--- config.mk ---
export PLATFORM = sky130hd
export DESIGN_NAME = eeg_serial_frame_parser
export DESIGN_NICKNAME = d
export VERILOG_FILES = /design/src/design/esfp_pkg.sv /design/src/design/esfp_parser.sv /design/src/design/esfp_out_reg.sv /design/src/design/eeg_serial_frame_parser.sv
export SDC_FILE = /design/constraint.sdc
export NUM_CORES = 1
export LEC_CHECK = 0
export CAP_MARGIN = 20
export CELL_PAD_IN_SITES_DETAIL_PLACEMENT = 0
export CELL_PAD_IN_SITES_GLOBAL_PLACEMENT = 1
export CORE_MARGIN = 2
export CORE_UTILIZATION = 45
export DETAILED_ROUTE_END_ITERATION = 16
export DONT_BUFFER_PORTS = 1
export HOLD_SLACK_MARGIN = 0.05
export PLACE_DENSITY = 0.77
export SETUP_SLACK_MARGIN = 0.5
export SLEW_MARGIN = 10
export SYNTH_ARGS = -nofsm -noshare
export SYNTH_HDL_FRONTEND = slang
export SYNTH_SLANG_ARGS = --single-unit
--- constraint.sdc ---
create_clock -name clk -period 2.4 [get_ports clk]
set_input_delay 0.24 -clock clk [delete_from_list [all_inputs] [get_ports clk]]
set_output_delay 0.24 -clock clk [all_outputs]
set_load 0.05 [all_outputs]
--- src/design/esfp_pkg.sv ---
// shared types and constants for the serial frame parser
package esfp_pkg;

  localparam int CHANNELS_DEF      = 8;
  localparam int TRAILER_ZEROS_DEF = 6;

  localparam logic [7:0] HDR0_BYTE = 8'hC0;
  localparam logic [7:0] HDR1_BYTE = 8'hA0;

  localparam int SAMPLE_W = 24;
  localparam int INDEX_W  = 3;

  typedef struct packed {
    logic                       sample_valid;
    logic [INDEX_W-1:0]         channel_index;
    logic signed [SAMPLE_W-1:0] sample_code;
    logic                       frame_done;
    logic                       trailer_error;
  } result_t;

endpackage

--- src/design/esfp_parser.sv ---
// frame tracking state and per-byte result logic
module esfp_parser #(
  parameter int CHANNELS      = esfp_pkg::CHANNELS_DEF,
  parameter int TRAILER_ZEROS = esfp_pkg::TRAILER_ZEROS_DEF
) (
  input  logic             clk,
  input  logic             rst,
  input  logic             step,
  input  logic [7:0]       rx_byte,
  output logic             has_result,
  output esfp_pkg::result_t res
);
  import esfp_pkg::*;

  localparam int CH_W = (CHANNELS > 1) ? $clog2(CHANNELS) : 1;
  localparam int TZ_W = (TRAILER_ZEROS > 1) ? $clog2(TRAILER_ZEROS) : 1;

  localparam logic [2:0] ST_HUNT = 3'd0;
  localparam logic [2:0] ST_HDR1 = 3'd1;
  localparam logic [2:0] ST_SKIP = 3'd2;
  localparam logic [2:0] ST_DATA = 3'd3;
  localparam logic [2:0] ST_IGN  = 3'd4;
  localparam logic [2:0] ST_TRL  = 3'd5;

  localparam logic [1:0] POS_HI  = 2'd0;
  localparam logic [1:0] POS_MID = 2'd1;
  localparam logic [1:0] POS_LO  = 2'd2;

  logic [2:0]      state, state_next;
  logic [1:0]      pos, pos_next;
  logic [CH_W-1:0] chan, chan_next;
  logic [TZ_W-1:0] tz, tz_next;
  logic [7:0]      held0, held1;
  logic            held0_we, held1_we;
  logic [CH_W+2:0] chan_ext;

  assign chan_ext = {3'b000, chan};

  always_comb begin
    state_next = state;
    pos_next   = pos;
    chan_next  = chan;
    tz_next    = tz;
    held0_we   = 1'b0;
    held1_we   = 1'b0;
    has_result = 1'b0;
    res        = '0;
    unique case (state)
      ST_HUNT: begin
        if (rx_byte == HDR0_BYTE) state_next = ST_HDR1;
      end
      ST_HDR1: begin
        state_next = (rx_byte == HDR1_BYTE) ? ST_SKIP : ST_HUNT;
      end
      ST_SKIP: begin
        state_next = ST_DATA;
        pos_next   = POS_HI;
        chan_next  = '0;
      end
      ST_DATA: begin
        if (pos == POS_HI) begin
          held0_we = 1'b1;
          pos_next = POS_MID;
        end else if (pos == POS_MID) begin
          held1_we = 1'b1;
          pos_next = POS_LO;
        end else begin
          has_result        = 1'b1;
          res.sample_valid  = 1'b1;
          res.channel_index = chan_ext[INDEX_W-1:0];
          res.sample_code   = {held0, held1, rx_byte};
          pos_next          = POS_HI;
          if (chan == CH_W'(CHANNELS - 1)) begin
            state_next = ST_IGN;
          end else begin
            chan_next = chan + 1'b1;
          end
        end
      end
      ST_IGN: begin
        state_next = ST_TRL;
        tz_next    = '0;
      end
      ST_TRL: begin
        if (rx_byte != 8'h00) begin
          has_result        = 1'b1;
          res.trailer_error = 1'b1;
          state_next        = ST_HUNT;
        end else if (tz == TZ_W'(TRAILER_ZEROS - 1)) begin
          has_result     = 1'b1;
          res.frame_done = 1'b1;
          state_next     = ST_HUNT;
        end else begin
          tz_next = tz + 1'b1;
        end
      end
      default: begin
        state_next = ST_HUNT;
      end
    endcase
  end

  always_ff @(posedge clk) begin
    if (rst) begin
      state <= ST_HUNT;
      pos   <= POS_HI;
      chan  <= '0;
      tz    <= '0;
    end else if (step) begin
      state <= state_next;
      pos   <= pos_next;
      chan  <= chan_next;
      tz    <= tz_next;
    end
  end

  always_ff @(posedge clk) begin
    if (step && held0_we) held0 <= rx_byte;
    if (step && held1_we) held1 <= rx_byte;
  end

endmodule

--- src/design/esfp_out_reg.sv ---
// result register between parser logic and the output channel
module esfp_out_reg (
  input  logic              clk,
  input  logic              rst,
  input  logic              load,
  input  esfp_pkg::result_t res_in,
  output logic              can_load,
  output logic              out_valid,
  input  logic              out_ready,
  output esfp_pkg::result_t res_out
);
  import esfp_pkg::*;

  assign can_load = !out_valid || out_ready;

  always_ff @(posedge clk) begin
    if (rst) begin
      out_valid <= 1'b0;
    end else if (can_load) begin
      out_valid <= load;
    end
  end

  always_ff @(posedge clk) begin
    if (can_load && load) res_out <= res_in;
  end

endmodule

--- src/design/eeg_serial_frame_parser.sv ---
// top level of the serial frame parser
//
//  channel | handshake            | payload
//  --------+----------------------+-------------------------------------------
//  in      | in_valid / in_ready  | rx_byte
//  out     | out_valid / out_ready| sample_valid, channel_index, sample_code,
//          |                      | frame_done, trailer_error
//
// one byte per cycle while in_ready is high; a result is registered on the edge that accepts its byte
// in_ready is high when the result register is empty or being emptied
// bytes that give no result pass without touching the output register
// reset returns the parser to the header hunt and empties the output
module eeg_serial_frame_parser #(
  parameter int CHANNELS      = esfp_pkg::CHANNELS_DEF,
  parameter int TRAILER_ZEROS = esfp_pkg::TRAILER_ZEROS_DEF
) (
  input  logic                                 clk,
  input  logic                                 rst,
  input  logic                                 in_valid,
  output logic                                 in_ready,
  input  logic [7:0]                           rx_byte,
  output logic                                 out_valid,
  input  logic                                 out_ready,
  output logic                                 sample_valid,
  output logic [esfp_pkg::INDEX_W-1:0]         channel_index,
  output logic signed [esfp_pkg::SAMPLE_W-1:0] sample_code,
  output logic                                 frame_done,
  output logic                                 trailer_error
);
  import esfp_pkg::*;

  logic    step;
  logic    has_result;
  result_t res;
  result_t res_q;

  assign step = in_valid && in_ready;

  esfp_parser #(
    .CHANNELS      (CHANNELS),
    .TRAILER_ZEROS (TRAILER_ZEROS)
  ) u_parser (
    .clk        (clk),
    .rst        (rst),
    .step       (step),
    .rx_byte    (rx_byte),
    .has_result (has_result),
    .res        (res)
  );

  esfp_out_reg u_out (
    .clk       (clk),
    .rst       (rst),
    .load      (step && has_result),
    .res_in    (res),
    .can_load  (in_ready),
    .out_valid (out_valid),
    .out_ready (out_ready),
    .res_out   (res_q)
  );

  assign sample_valid  = res_q.sample_valid;
  assign channel_index = res_q.channel_index;
  assign sample_code   = res_q.sample_code;
  assign frame_done    = res_q.frame_done;
  assign trailer_error = res_q.trailer_error;

endmodule

Yosys cells after proc, flatten, opt, wreduce, memory -nomap -nowiden:

Cells that the tools add are included.

* $add $sub $neg: 2
* equality and inequality tests: 18
* multiplexer cells: 30
* bitwise logic cells: 2
* reduce and logical (&&, ||, !) cells: 19

Operator list (number)
* 3-bit two-way mux: 11
* 28-bit two-way mux: 1
* 3-bit one-hot mux with 6 select lines: 1
* 8-bit == test, second input constant: 2
* 3-bit == test, second input constant: 4
* 3-bit one-hot mux with 2 select lines: 2
* 1-bit two-way mux: 10
* 2-bit inequality test, second input constant: 5
* 8-bit nonzero test: 1
* 3-bit by 1-bit adder with 3-bit output, second input constant: 2
* 3-bit by 2-bit == test with 1-bit output, second input constant: 2
* 2-bit two-way mux: 3
* 6-bit AND reduction: 1
* 1-bit logical AND: 5
* 5-bit AND reduction: 1
* 2-bit by 1-bit inequality test with 1-bit output, second input constant: 2
* 2-bit one-hot mux with 2 select lines: 1
* 4-bit AND reduction: 1
* 2-bit nonzero test: 2
* 2-bit OR reduction: 2
* 3-bit by 1-bit == test with 1-bit output, second input constant: 1
* 3-bit zero test: 1
* 3-bit by 1-bit inequality test with 1-bit output, second input constant: 1
* 3-bit OR reduction: 1
* 7 further kinds: 8

* bits in registers: 58
* input bits: 12
* output and inout bits: 32

Depth between registers and ports, before layout:

Gate-level depths: netlist (run 1).

* depth in word-level cells: 6
* depth in mapped cells: 6
* mapped depth without buffers: 6

By module:

A second synthesis (run 1) with hierarchy kept.

* cells, all modules: 170
* area total of the unflattened synthesis: 2377.3 um2

By module, submodules not included
* esfp_parser: times used 1, cells each 133, area an instance 1408.9 um2, sequential area each 700.7 um2
* esfp_out_reg: times used 1, cells each 35, area an instance 955.9 um2, sequential area each 920.9 um2
* eeg_serial_frame_parser: times used 1, cells each 2, area an instance 12.5 um2, sequential area each 0.0 um2

Least setup slack after synthesis (run 1):

Ideal clock, no wire load.

* kind: reg2reg
* start point: register u_out.out_valid
* end point: register u_parser.held1[0], enable pin
* arrival time: 2.460 ns
* slack: -0.461 ns
* stages on the path, launching flop included: 5
* path buffers: 1
* clock period less this slack: 2.861 ns
* path through: dfxtp_1 -> nand2b_1 -> clkbuf_1 -> nand3_1 -> nor4b_1

* word-level cells in the longest chain between the ends: 4

RTL lines
* start: declaration: RTL line esfp_out_reg.sv:8 `output logic out_valid,`
* start signal: assignment: RTL line esfp_out_reg.sv:20 `out_valid <= load;`
* 1-bit zero test: RTL line esfp_out_reg.sv:14 `assign can_load = !out_valid || out_ready;`
* 1-bit logical OR: RTL line esfp_out_reg.sv:14
* via in_ready: RTL line eeg_serial_frame_parser.sv:20 `output logic in_ready,`
* 1-bit logical AND: RTL line eeg_serial_frame_parser.sv:37 `assign step = in_valid && in_ready;`
* 1-bit logical AND: RTL line esfp_parser.sv:119 `if (step && held1_we) held1 <= rx_byte;`
* end signal: assignment: RTL line esfp_parser.sv:119
* end: declaration: RTL line esfp_parser.sv:33 `logic [7:0] held0, held1;`

The timed path passes the listed nets, and every way through them passes these cells.
A chain may end at the register's enable or synchronous reset.

Worst setup path in the final report (run 1):

* start point: register u_parser.state[2]
* end point: register u_out.res_out[5] (netlist bit), enable pin

* word-level cells in the longest chain between the ends: 4
* elaborated cells on any way between the ends: 5
* those cells by class: 2 x eq/ne; 1 x mux; 2 x reduce/logical

RTL lines
* start: declaration: RTL line esfp_parser.sv:29 `logic [2:0] state, state_next;`
* start signal: assignment: RTL line esfp_parser.sv:110 `state <= state_next;`
* 3-bit == test or 3-bit by 2-bit == test with 1-bit output (tied branches): RTL line esfp_parser.sv:48 `unique case (state)`
* 1-bit one-hot mux with 2 select lines *: RTL line esfp_parser.sv:48
* 1-bit logical AND *: RTL line eeg_serial_frame_parser.sv:54 `.load (step && has_result),`
* 1-bit logical AND *: RTL line esfp_out_reg.sv:25 `if (can_load && load) res_out <= res_in;`
* end signal: assignment: RTL line esfp_out_reg.sv:25
* end: declaration: RTL line esfp_out_reg.sv:10 `output esfp_pkg::result_t res_out`

Every way passes the cells marked *; elsewhere a longest branch is shown, timed or not.

==> flow_summary.toml, run 1 <==
[drt]
ant_nets = 0
wl_um = 4040
wl_per_cell_um = 15.6
firstDrtPassIters = 4
drc_errors = 0
num_vias = 1379
drt-initial-drc-count = 74
viasPerCell = 5.34

[timing]
slew_viol_final = 0
tightest_slew_ns = 0.598
fin_worst_skew_ns = 0.00697
period_share_pct = 72.7
fin_tns_setup_ns = 0
hold_viol = 0
fmax_mhz = 573
slew_headroom_pct = 59.8
finalSetupViolCount = 0
finalCriticalPeriod_ns = 1.75
rsz0062_at_grt = "false"

[placed_design]
io_buffers = 0
hpwl_um = 2640
gp_congestion = 0.714

[clock_network]
path_clk_slew_ns = 0.06
cts_inserted_buffers = 9
cts.sinks = 58
h-tree-depth = 3
cts_tree = "built"
clockBufferDepth = 2
clk_latency_ns = 0.33
root_buffer = "clkbuf_8"

[worst_setup_path]
path_class = "reg2reg"
endpoint_kind = "flop"
critPathArrivalTime_ns = 1.75
reg2reg_to = "u_out.res_out[5]"
r2r-start = "u_parser.state[2]"
cp.required_ns = 2.41
start_kind = "flop"
cp_max_fo = 30
reg2regPathDepth = 4
ff2ff_setup_slack_ns = 0.65
path_cells = "nand3b_1 > a31oi_4 > o211a_2 > buf_6"
crit_path_top_delay_cell = "dfxtp_1"
slowest_delay_ns = 0.46

[global_route]
antenna_found_initial = 0
grt_remaining_overflow = 0
grt_pass1_wl_um = 6840
grt_max_degree = 31
grt_pass1_vias = 1402
grt_usage_pct = 15.1

[synthesis]
syn_inst = 169
synth-seq-area-share_pct = 69.1
synth_edf_count = 46
avgSynthCellArea_sq_um = 13.9
yosys_warnings = 0
netlist_area_sq_um = 2350
ys_seq_elements = 58
synth_fp_nets = 185
synth_ff_type = "edfxtp_1"
async_flop_share_pct = 0
yosysUniqueCellTypes = 42

[min_path]
worstHoldStart = "in_valid"
hold_end = "u_out.out_valid"
hold_depth = 2
hp-class = "in2reg"

[pwr]
p_per_area_nw_per_um2 = 669
p_leak_nw = 0.988
ir_drop_mv = 0.269
finalPower_mw = 1.83

[finish]
fin_nets = 199
syn_to_final_growth_pct = 16.4
drive_above_1_share_pct = 16.0
utilization_pct = 53.8
n_antenna_cell = 0

[run]
cap_violations = 0

[floorplan]
die_w_um = 76.2
start_util_pct = 46.3
io_pins = 44
fp.dieH_um = 76.2
coreArea_sq_um = 5070
die-area_sq_um = 5810
row_count = 26

[run_status]
status = "completed"
-- repair_timing --
action | 4_1_cts | 5_1_grt
hold buffers | 9 | 0
setup endpoints to repair | 0 | 38
gates resized for setup | 0 | 2
buffers inserted | 0 | 1
hold endpoints to repair | 24 | 0
-- synthesized netlist by cell type (2+ instances only) --
library cell / number / area share [%]
a21oi_1: 5 / 1.1
nand4_1: 2 / 0.53
inv_1: 6 / 0.96
ha_1: 4 / 2.1
nor4_1: 2 / 0.53
and2_1: 4 / 1.1
nand3b_1: 2 / 0.64
o21a_1: 2 / 0.64
o31ai_1: 2 / 0.64
nand3_1: 4 / 0.85
and3_1: 26 / 6.9
nor2b_1: 2 / 0.53
nand2b_1: 3 / 0.80
and3b_1: 2 / 0.75
nor2_1: 5 / 0.80
clkbuf_1: 11 / 1.8
nand2_1: 3 / 0.48
edfxtp_1: 46 / 59
or3b_1: 2 / 0.75
o21ai_0: 3 / 0.64
dfxtp_1: 12 / 10
-- power breakdown --
group	total, mW	leakage, nW	internal, mW	switching (mW)
registers	1.07	0.519	1.07	0.0000497
logic	0.0262	0.390	0.0142	0.0120
clock network	0.729	0.0795	0.364	0.364
-- critical path, delay by kind of cell (launching register included) --
family / cells / cell delay (ns)
compound gates: 2 / 0.46
buf+inv: 1 / 0.25
flops: 1 / 0.46
simple gates: 1 / 0.24
-- cells by family after synthesis --
kind of cell	share of synthesized area (%)
AND/OR/NAND/NOR	18.7
flip-flops	69.1
AO/OA/AOI/OAI	6.98
buffers and inverters	2.72
adder cells (fa/ha/maj)	2.13
multiplexers	0.426
-- stage by stage --
step	instances	hold WS [ns]	instance area, sq um	setup WS, ns
after detailed placement	232	0.309	2460	0.541
after global placement	232	0.305	2460	0.604
after floorplan	169	0.339	2390	0.522
final	258	0.0875	2730	0.655
after global routing	258	0.117	2730	0.512
after CTS	257	0.0817	2710	0.524
-- area by class of cell --
cell class,instances,area (sq um)
Clock buffer,10,128
Clock inverter,6,33.8
Fill cell,430,2340
Inverter,6,22.5
Multi-Input combinational cell,94,706
Sequential cell,58,1620
Tap cell,70,87.6
Timing Repair Buffer,14,131
-- flip-flops by register name (all words and copies together), names as in the netlist --
| name | cells |
|---|---|
| u_parser.state | 3 |
| u_parser.held0 | 8 |
| u_out.res_out | 30 |
| u_out.out_valid | 1 |
| u_parser.pos | 2 |
| u_parser.chan | 3 |
| u_parser.held1 | 8 |
| u_parser.tz | 3 |
-- layer usage --
| layer | vias to the layer above | GRT usage [%] | part of all wire (%) |
|---|---|---|---|
| met2 | 46 | 24.6 | 52 |
| met4 | 0 | 8.55 | 3.0 |
| met1 | 646 | 18.0 | 40 |
| met5 | - | 0 | 0 |
| li1 | 674 | - | - |
| met3 | 13 | 4.50 | 4.5 |
-- cells in the final DEF (no fill, tap or decap), drive strengths merged, types with 2 or more instances in the layout --
cell type / Yosys / final
o21a: 2 / 2
nor2b: 2 / 2
nor4: 4 / 4
buf: 0 / 5
a21oi: 5 / 5
and2: 5 / 5
ha: 4 / 4
nand3: 4 / 4
clkbuf: 11 / 10
o31ai: 2 / 2
clkinvlp: 0 / 2
clkinv: 0 / 4
nand2b: 3 / 3
nor2: 5 / 5
edfxtp: 46 / 46
dfxtp: 12 / 12
and3: 27 / 27
dlygate4sd3: 0 / 9
nand4: 2 / 2
or3b: 2 / 2
inv: 6 / 6
o21ai: 3 / 3
and3b: 2 / 2
nand2: 3 / 3
nand3b: 2 / 2
-- how the worst max path moves through the flow --
stage | from | endpoint | slack [ns] | depth (start not counted)
2_1_floorplan | u_parser.state[0] | u_out.res_out[0] | 0.52 | 4
3_3_place_gp | u_out.out_valid | u_parser.held1[4] | 0.60 | 3
3_5_place_dp | u_parser.state[1] | u_parser.held1[5] | 0.54 | 3
4_1_cts | u_parser.state[1] | u_parser.held1[2] | 0.52 | 3
5_1_grt | u_out.out_valid | u_parser.tz[2] | 0.51 | 4
6_report | u_parser.state[2] | u_out.res_out[5] | 0.65 | 4
No activity file was read; power rests on OpenSTA's default activity.
==> run 2: changes to the inputs <==
- clock period: 2.4 -> 1.5 ns (I/O delays scaled with it)
==> flow_summary.toml, run 2 (synthesized netlist as in run 1, its figures left out) <==
[floorplan]
start_util_pct = 46.3
die_w_um = 76.2
row_count = 26
io_pins = 44
die-area_sq_um = 5810
coreArea_sq_um = 5070
fp.dieH_um = 76.2

[drt]
wl_per_cell_um = 18.1
ant_nets = 0
num_vias = 1624
viasPerCell = 5.41
drt-initial-drc-count = 113
wl_um = 5430
drc_errors = 0
firstDrtPassIters = 4

[worst_setup_path]
setup.worst_path.start = "u_parser.state[1]"
critPathArrivalTime_ns = 1.63
cp.required_ns = 1.56
start_kind = "flop"
cpLargestDelayFamily = "compound AO/OA/AOI/OAI gates"
r2r-start = "u_parser.state[1]"
endpoint_kind = "flop"
crit_path_top_delay_cell = "dfxtp_2"
slowest_delay_ns = 0.34
critPathBufInv = 1
path_class = "reg2reg"
ff2ff_setup_slack_ns = -0.07
path_cells = "nand3b_1 > a31oi_4 > o211a_4 > clkbuf_16"
cp_max_fo = 6

[finish]
final_common_cell = "edfxtp_1"
largest_reg_flops = 30
top_regs = "u_out.res_out: 30 flops, u_parser.held0: 8 flops, u_parser.held1: 8 flops"
fin_area_sq_um = 3530
drive_above_1_share_pct = 55.2
syn_to_final_growth_pct = 50.2
n_antenna_cell = 0
fill_cells = 326
final_cell_mix = "edfxtp_1, buf_4, and3_4"
largest-register = "u_out.res_out"
fin_nets = 241

[timing]
fin_worst_skew_ns = 0.00805
finalCriticalPeriod_ns = 1.57
period_share_pct = 105
slew_headroom_pct = 67.1
fin_tns_setup_ns = -1.83
rsz0062_at_grt = "true"
slew_viol_final = 0
hold_viol = 0
whs_ns = 0.0616
finalWorstSetupSlack_ns = -0.0731
tightest_slew_ns = 0.492
finalSetupViolCount = 35
fmax_mhz = 636

[clock_network]
cts_tree = "built"
path_clk_slew_ns = 0.07
root_buffer = "clkbuf_8"
clk_latency_ns = 0.34
cts.sinks = 58
h-tree-depth = 3
cts_inserted_buffers = 9
clockBufferDepth = 2

[run]
cap_violations = 0

[min_path]
worstHoldStart = "rx_byte[3]"
hp-class = "in2reg"

[pwr]
finalPower_mw = 2.95
ir_drop_mv = 0.417
p_leak_nw = 1.24
p_per_area_nw_per_um2 = 837

[placed_design]
gp_congestion = 0.880
hpwl_um = 2890
io_buffers = 0
dpl_cell_area_sq_um = 2710
dpl_worst_slack_ns = -0.167

[global_route]
grt_remaining_overflow = 0
grt_usage_pct = 18.6
grt_pass1_vias = 1659
grt_max_degree = 26
antenna_found_initial = 0
grt_pass1_wl_um = 8050

[run_status]
status = "finished with violations"
violations = "negative setup slack"
[run 2: cell count changes in the layout (fill, tap and decap cells not counted), moves of 4 or more]
cell / delta
and3_1: -23
clkbuf_16: +4
dfxtp_1: -8
and3_4: +24
buf_6: +9
buf_4: +21
dfxtp_2: +6
[run 2: repair_timing]
| item | 4_1_cts | 5_1_grt |
|---|---|---|
| hold buffers | 10 | 0 |
| gates cloned | 1 | 5 |
| setup endpoints to repair | 120 | 120 |
| pin swaps | 22 | 15 |
| resized for setup | 58 | 17 |
| setup buffers | 11 | 4 |
| hold endpoints to repair | 25 | 0 |
[run 2: layout make-up]
type                            instances  area (sq um)  area share, %
Tap cell                               70          87.6           2.48
Timing Repair Buffer                   56           633           18.0
Clock buffer                            9           124           3.51
Sequential cell                        58          1640           46.5
Multi-Input combinational cell         94           985           27.9
Clock inverter                          7          36.3           1.03
Inverter                                6          22.5          0.639
[run 2: through the flow]
step / utilization (%) / cells
finish: 69.5 / 300
global route: 69.5 / 300
CTS: 65.4 / 291
detailed placement: 53.4 / 253
global placement: 53.4 / 253
floorplan: - / 169
[run 2: where the power goes]
| group | internal [mW] | switching [mW] |
|---|---|---|
| clock | 0.574 | 0.610 |
| sequential | 1.71 | 0.0000432 |
| combinational | 0.0298 | 0.0255 |
[run 2: worst paths after layout]
check / endpoint / depth (start not counted)
setup / recovery: u_out.res_out[14] / 4
hold / removal: u_out.res_out[5] / 1
setup reg to reg: u_out.res_out[14] / 4
hold reg to reg: u_parser.tz[2] / 2
[run 2: metal layers]
layer	track usage (%)	share of wire, %	wire, um	vias up
li1	-	-	-	763
met3	6.64	3.7	199	10
met5	0	0	0	-
met1	20.4	40	2190	805
met2	31.7	54	2930	46
met4	9.45	2.0	106	0
